`src/hw/rtl/rpb_pkg.sv`:
```
// Shared constants, codes and command/status types for the projection accumulator.
// No dependencies; compile first.
`timescale 1ns / 1ps
`default_nettype none

package rpb_pkg;

  localparam int DIMENSIONS = 16;
  localparam int LANES      = 4;
  localparam int LANE_W     = $clog2(LANES);
  localparam int ROWS       = (DIMENSIONS + LANES - 1) / LANES;
  localparam int ROW_W      = (ROWS > 1) ? $clog2(ROWS) : 1;
  localparam int ROWC_W     = $clog2(ROWS + 1);

  localparam logic [34:0] LCG_MUL  = 35'h5DEECE66D;
  localparam logic [23:0] MUL_LO   = LCG_MUL[23:0];
  localparam logic [10:0] MUL_HI   = LCG_MUL[34:24];
  localparam logic [47:0] LCG_ADD  = 48'hB;
  localparam logic [15:0] SEED_LOW = 16'h330E;

  localparam logic [1:0] OP_ACCUMULATE = 2'd0;
  localparam logic [1:0] OP_READ       = 2'd1;
  localparam logic [1:0] OP_CLEAR      = 2'd2;

  typedef struct packed {
    logic             load_acc;
    logic             clear;
    logic             rd_en;
    logic             rd_dim;
    logic             x_step;
    logic             wr_en;
    logic [ROW_W-1:0] rd_row;
    logic [ROW_W-1:0] wr_row;
    logic             out_load;
  } rpb_cmd_t;

  typedef struct packed {
    logic out_blocked;
  } rpb_sts_t;

endpackage

`default_nettype wire

```
`src/hw/rtl/rpb_ctrl.sv`:
```
// Sequencer: walks accumulate requests row by row and schedules reads and clears.
// Depends on rpb_pkg.
`timescale 1ns / 1ps
`default_nettype none

module rpb_ctrl (
  input  logic              clk,
  input  logic              rst_n,
  input  logic              in_valid,
  input  logic [1:0]        in_op,
  output logic              in_ready,
  input  rpb_pkg::rpb_sts_t sts,
  output rpb_pkg::rpb_cmd_t cmd
);
  import rpb_pkg::*;

  localparam logic [1:0] S_IDLE = 2'd0;
  localparam logic [1:0] S_MUL  = 2'd1;
  localparam logic [1:0] S_ADD  = 2'd2;
  localparam logic [1:0] S_RD   = 2'd3;

  logic [1:0]        state_r;
  logic [1:0]        state_nxt;
  logic [ROWC_W-1:0] row_r;
  logic [ROWC_W-1:0] row_nxt;
  logic [ROWC_W-1:0] row_m1;
  logic              in_fire;
  logic              last_row;

  assign in_ready = (state_r == S_IDLE);
  assign in_fire  = in_valid && in_ready;
  assign row_m1   = row_r - ROWC_W'(1);
  assign last_row = (row_r == ROWC_W'(ROWS));

  always_comb begin
    state_nxt  = state_r;
    row_nxt    = row_r;
    cmd        = '0;
    cmd.rd_row = row_r[ROW_W-1:0];
    cmd.wr_row = row_m1[ROW_W-1:0];
    case (state_r)
      S_IDLE: begin
        if (in_fire) begin
          case (in_op)
            OP_ACCUMULATE: begin
              cmd.load_acc = 1'b1;
              row_nxt      = '0;
              state_nxt    = S_MUL;
            end
            OP_READ: begin
              cmd.rd_en  = 1'b1;
              cmd.rd_dim = 1'b1;
              state_nxt  = S_RD;
            end
            OP_CLEAR: begin
              cmd.clear = 1'b1;
            end
            default: ;
          endcase
        end
      end
      S_MUL: begin
        state_nxt = S_ADD;
      end
      S_ADD: begin
        cmd.x_step = 1'b1;
        cmd.wr_en  = (row_r != '0);
        cmd.rd_en  = !last_row;
        if (last_row) begin
          state_nxt = S_IDLE;
        end else begin
          row_nxt   = row_r + ROWC_W'(1);
          state_nxt = S_MUL;
        end
      end
      S_RD: begin
        if (!sts.out_blocked) begin
          cmd.out_load = 1'b1;
          state_nxt    = S_IDLE;
        end
      end
      default: begin
        state_nxt = S_IDLE;
      end
    endcase
  end

  always_ff @(posedge clk) begin
    if (!rst_n) begin
      state_r <= S_IDLE;
      row_r   <= '0;
    end else begin
      state_r <= state_nxt;
      row_r   <= row_nxt;
    end
  end

  a_acc_start: assert property (@(posedge clk) disable iff (!rst_n)
    (in_fire && in_op == OP_ACCUMULATE) |=> (state_r == S_MUL && row_r == '0))
    else $error("accumulate did not start at row zero");

  a_drain_end: assert property (@(posedge clk) disable iff (!rst_n)
    (state_r == S_ADD && last_row) |=> (state_r == S_IDLE))
    else $error("sequencer ran past the last row");

  a_rw_rows: assert property (@(posedge clk) disable iff (!rst_n)
    (cmd.wr_en && cmd.rd_en) |-> (cmd.wr_row != cmd.rd_row))
    else $error("read and write hit the same row");

  a_out_load: assert property (@(posedge clk) disable iff (!rst_n)
    cmd.out_load |-> (state_r == S_RD && !sts.out_blocked))
    else $error("result loaded over a waiting result");

endmodule

`default_nettype wire

```
`config.mk`:
```
export PLATFORM = sky130hd
export DESIGN_NAME = rpb_ctrl
export DESIGN_NICKNAME = d
export VERILOG_FILES = /design/src/hw/rtl/rpb_pkg.sv /design/src/hw/rtl/rpb_ctrl.sv
export SDC_FILE = /design/constraint.sdc
export NUM_CORES = 1
export LEC_CHECK = 0
export BUFFER_PORTS_ARGS = -buffer_cell sky130_fd_sc_hd__clkbuf_2
export CORE_AREA = 2 2 39 41
export DETAILED_ROUTE_END_ITERATION = 7
export DIE_AREA = 0 0 41 43
export GPL_TIMING_DRIVEN = 0
export PLACE_DENSITY = 0.57
export RECOVER_POWER = 100
export SYNTH_ARGS = -nofsm -noshare
export SYNTH_HDL_FRONTEND = slang
export SYNTH_SLANG_ARGS = --single-unit
```
`constraint.sdc`:
```
create_clock -name clk -period 1.5 [get_ports clk]
set_input_delay 0.075 -clock clk [delete_from_list [all_inputs] [get_ports clk]]
set_output_delay 0.075 -clock clk [all_outputs]
set_load 0.05 [all_outputs]
```
==> results.toml <==
[synth]
syn_nets = 59
yosys_warnings = 0
syn-cell-area_sq_um = 405
ys_seq_area_frac = 0.247
synth_cell_types = 25
syn_area_per_cell_sq_um = 7.95
syn_inst = 51
ys_ff_latch = 5

[hold_path]
hp-start = "in_op[1]"
hold_class = "input port to flip-flop"

[worst_setup_path]
required_ps = 1420
cp.arrival_ps = 1380
worst-r2r-setup-slack_ps = 280
crit_fanout = 4
reg2reg_to = "row_r[1]"
r2r_cells = 6
criticalPathCategory = "flip-flop to primary output"
crit_end = "cmd[8]"
worstSetupStartpointType = "flip-flop"
cp-startpoint = "row_r[1]"
end_kind = "primary output"
r2r-start = "row_r[0]"

[final_layout]
multi_input_area_sq_um = 287
area_growth_pct = 47.2
fillCellCount = 143
nets = 82
insertedDiodeCount = 0
final-seq-area_sq_um = 105
drive_gt1_frac = 0.493
utilization = 0.431

[timing]
post-route-period-util = 0.968
setup_viol = 0
finalCriticalPeriod_ps = 1450
hold_violations = 0
finClkSkew_ps = 2.66
rsz0062_at_grt = "yes"
worstMarginPinSlew_ps = 588
slew_viol_final = 0
clock.fmax_mhz = 689
slew-limit-headroom = 0.609

[detailed_routing]
routedWlPerCell_um = 10.0
via_per_inst = 4.69
drtAntennaViolNets = 0
drc_errors = 0
dr.pass1.iters = 1
vias = 417
drt_iter0_markers = 0
drt-total-wl_um = 892

[power]
static-leakage-power_nw = 0.270
p_total_mw = 0.478
irDropWorstVdd_mv = 0.316
power_density_mw_per_mm2 = 801

[floorplan]
die_x_um = 41
initial_core_util = 0.293
coreArea_sq_mm = 0.00138
dieArea_sq_mm = 0.00176
rows = 14
ios = 18
die_y_um = 43

[global_routing]
grtUsageTotal = 0.128
antenna_found_initial = 0
overflow = 0
grt_pass1_vias = 384
grt_pass1_wl_mm = 1.50
grt_max_degree = 11

[outcome]
status = "completed"

[cts]
cts_tree = "built"
cts_hold_buf = 0
cts_num_sinks = 5
cts_buffer_depth = 2
cts.reportedPaths.clkPinSlew_ps = 50
clk_latency_ps = 250
root_buffer = "clkbuf_4"
numCtsBuffers = 3
htree_levels = 1

[placed_design]
routabilityCongestion = 0.740
io_buffers = 17
dp_hpwl_um = 666

[run]
max-cap-violations = 0
[placed cells by master, fill, tap and decap left out, drive strengths merged]
cell      n
a21boi    3
and2      1
o21ai     3
a21oi     1
nand3     2
o211ai    1
dfxtp     5
buf       8
a31oi     1
mux2i     2
inv       6
nand2b    1
and3      1
nor2      3
o2111ai   1
ha        2
clkbuf   18
nand2     9
nor2b     2
nor3      3
[sequential cells by signal (all words and copies together) (netlist names)]
name	count
row_r	3
state_r	2
[cell type report]
cell class              instances  area share
flip-flops and latches          5       0.176
inverters                       6      0.0377
repair buffers                 18       0.166
clock buffers                   4      0.0440
multi-input cells              36       0.480
plain buffers                   4      0.0629
well taps                      16      0.0335
[synth_stat cells (all sizes together)]
library cell / instances / area [sq um]
nand2: 9 / 36.3
inv: 6 / 22.5
dfxtp: 5 / 100
buf: 4 / 37.5
a21boi: 3 / 22.5
nor2: 3 / 11.3
nor3: 3 / 20.0
o21ai: 3 / 18.8
ha: 2 / 25.0
mux2i: 2 / 20.0
nand3: 2 / 10.0
nor2b: 2 / 22.5
a21oi: 1 / 5.00
a31oi: 1 / 12.5
and2: 1 / 6.26
and3: 1 / 6.26
nand2b: 1 / 6.26
o2111ai: 1 / 15.0
o211ai: 1 / 7.51
[worst min path at each step]
stage,depth (start not counted),end,slack (ps)
global route,4,state_r[0],160
detailed placement,4,state_r[0],410
global placement,4,state_r[0],410
finish,4,state_r[0],150
CTS,4,state_r[0],150
floorplan,1,state_r[1],200
[routing by layer]
| metal | GRT usage | part of all wire |
|---|---|---|
| met3 | 0.0314 | 0.036 |
| met4 | 0.100 | 0.030 |
| met2 | 0.181 | 0.48 |
| met1 | 0.155 | 0.46 |
| met5 | 0 | 0 |
[what timing repair did]
action	CTS	global route
setup endpoints to repair	2	4
buffers inserted	1	0
pin swaps	1	0
gates resized for setup	6	8
[metrics by stage]
stage                     hold WS, ps  worst slack, ps  area (sq um)  std cells  TNS, ps
after floorplan                   197             -263           413         51     -348
after global routing              157            -14.5           597         89    -14.5
after CTS                         150            0.632           576         89        0
after detailed placement          413            -22.3           518         84    -22.3
after global placement            408            -12.8           518         84    -12.8
final                             152             47.7           597         89        0
[report_power, final]
part | switching (mW) | leakage, nW | internal, mW
combinational | 0.110 | 0.213 | 0.0619
clock | 0.0648 | 0.0150 | 0.101
sequential | 0.00279 | 0.0420 | 0.137
[critical path: stages (launching register included)]
cell      delay (ps)
dfxtp_2          340
inv_1             70
ha_4             180
a31oi_4          170
a21boi_4         210
buf_8            160
[cell families (layout without fill, tap and decap cells)]
| logic type | Yosys count | after routing | synth area share |
|---|---|---|---|
| compound gates | 10 | 10 | 0.201 |
| buf+inv | 10 | 32 | 0.148 |
| flops | 5 | 5 | 0.247 |
| simple gates | 22 | 22 | 0.293 |
| fa+ha+maj | 2 | 2 | 0.0617 |
| mux | 2 | 2 | 0.0494 |
(Power assumes the default switching activity.)
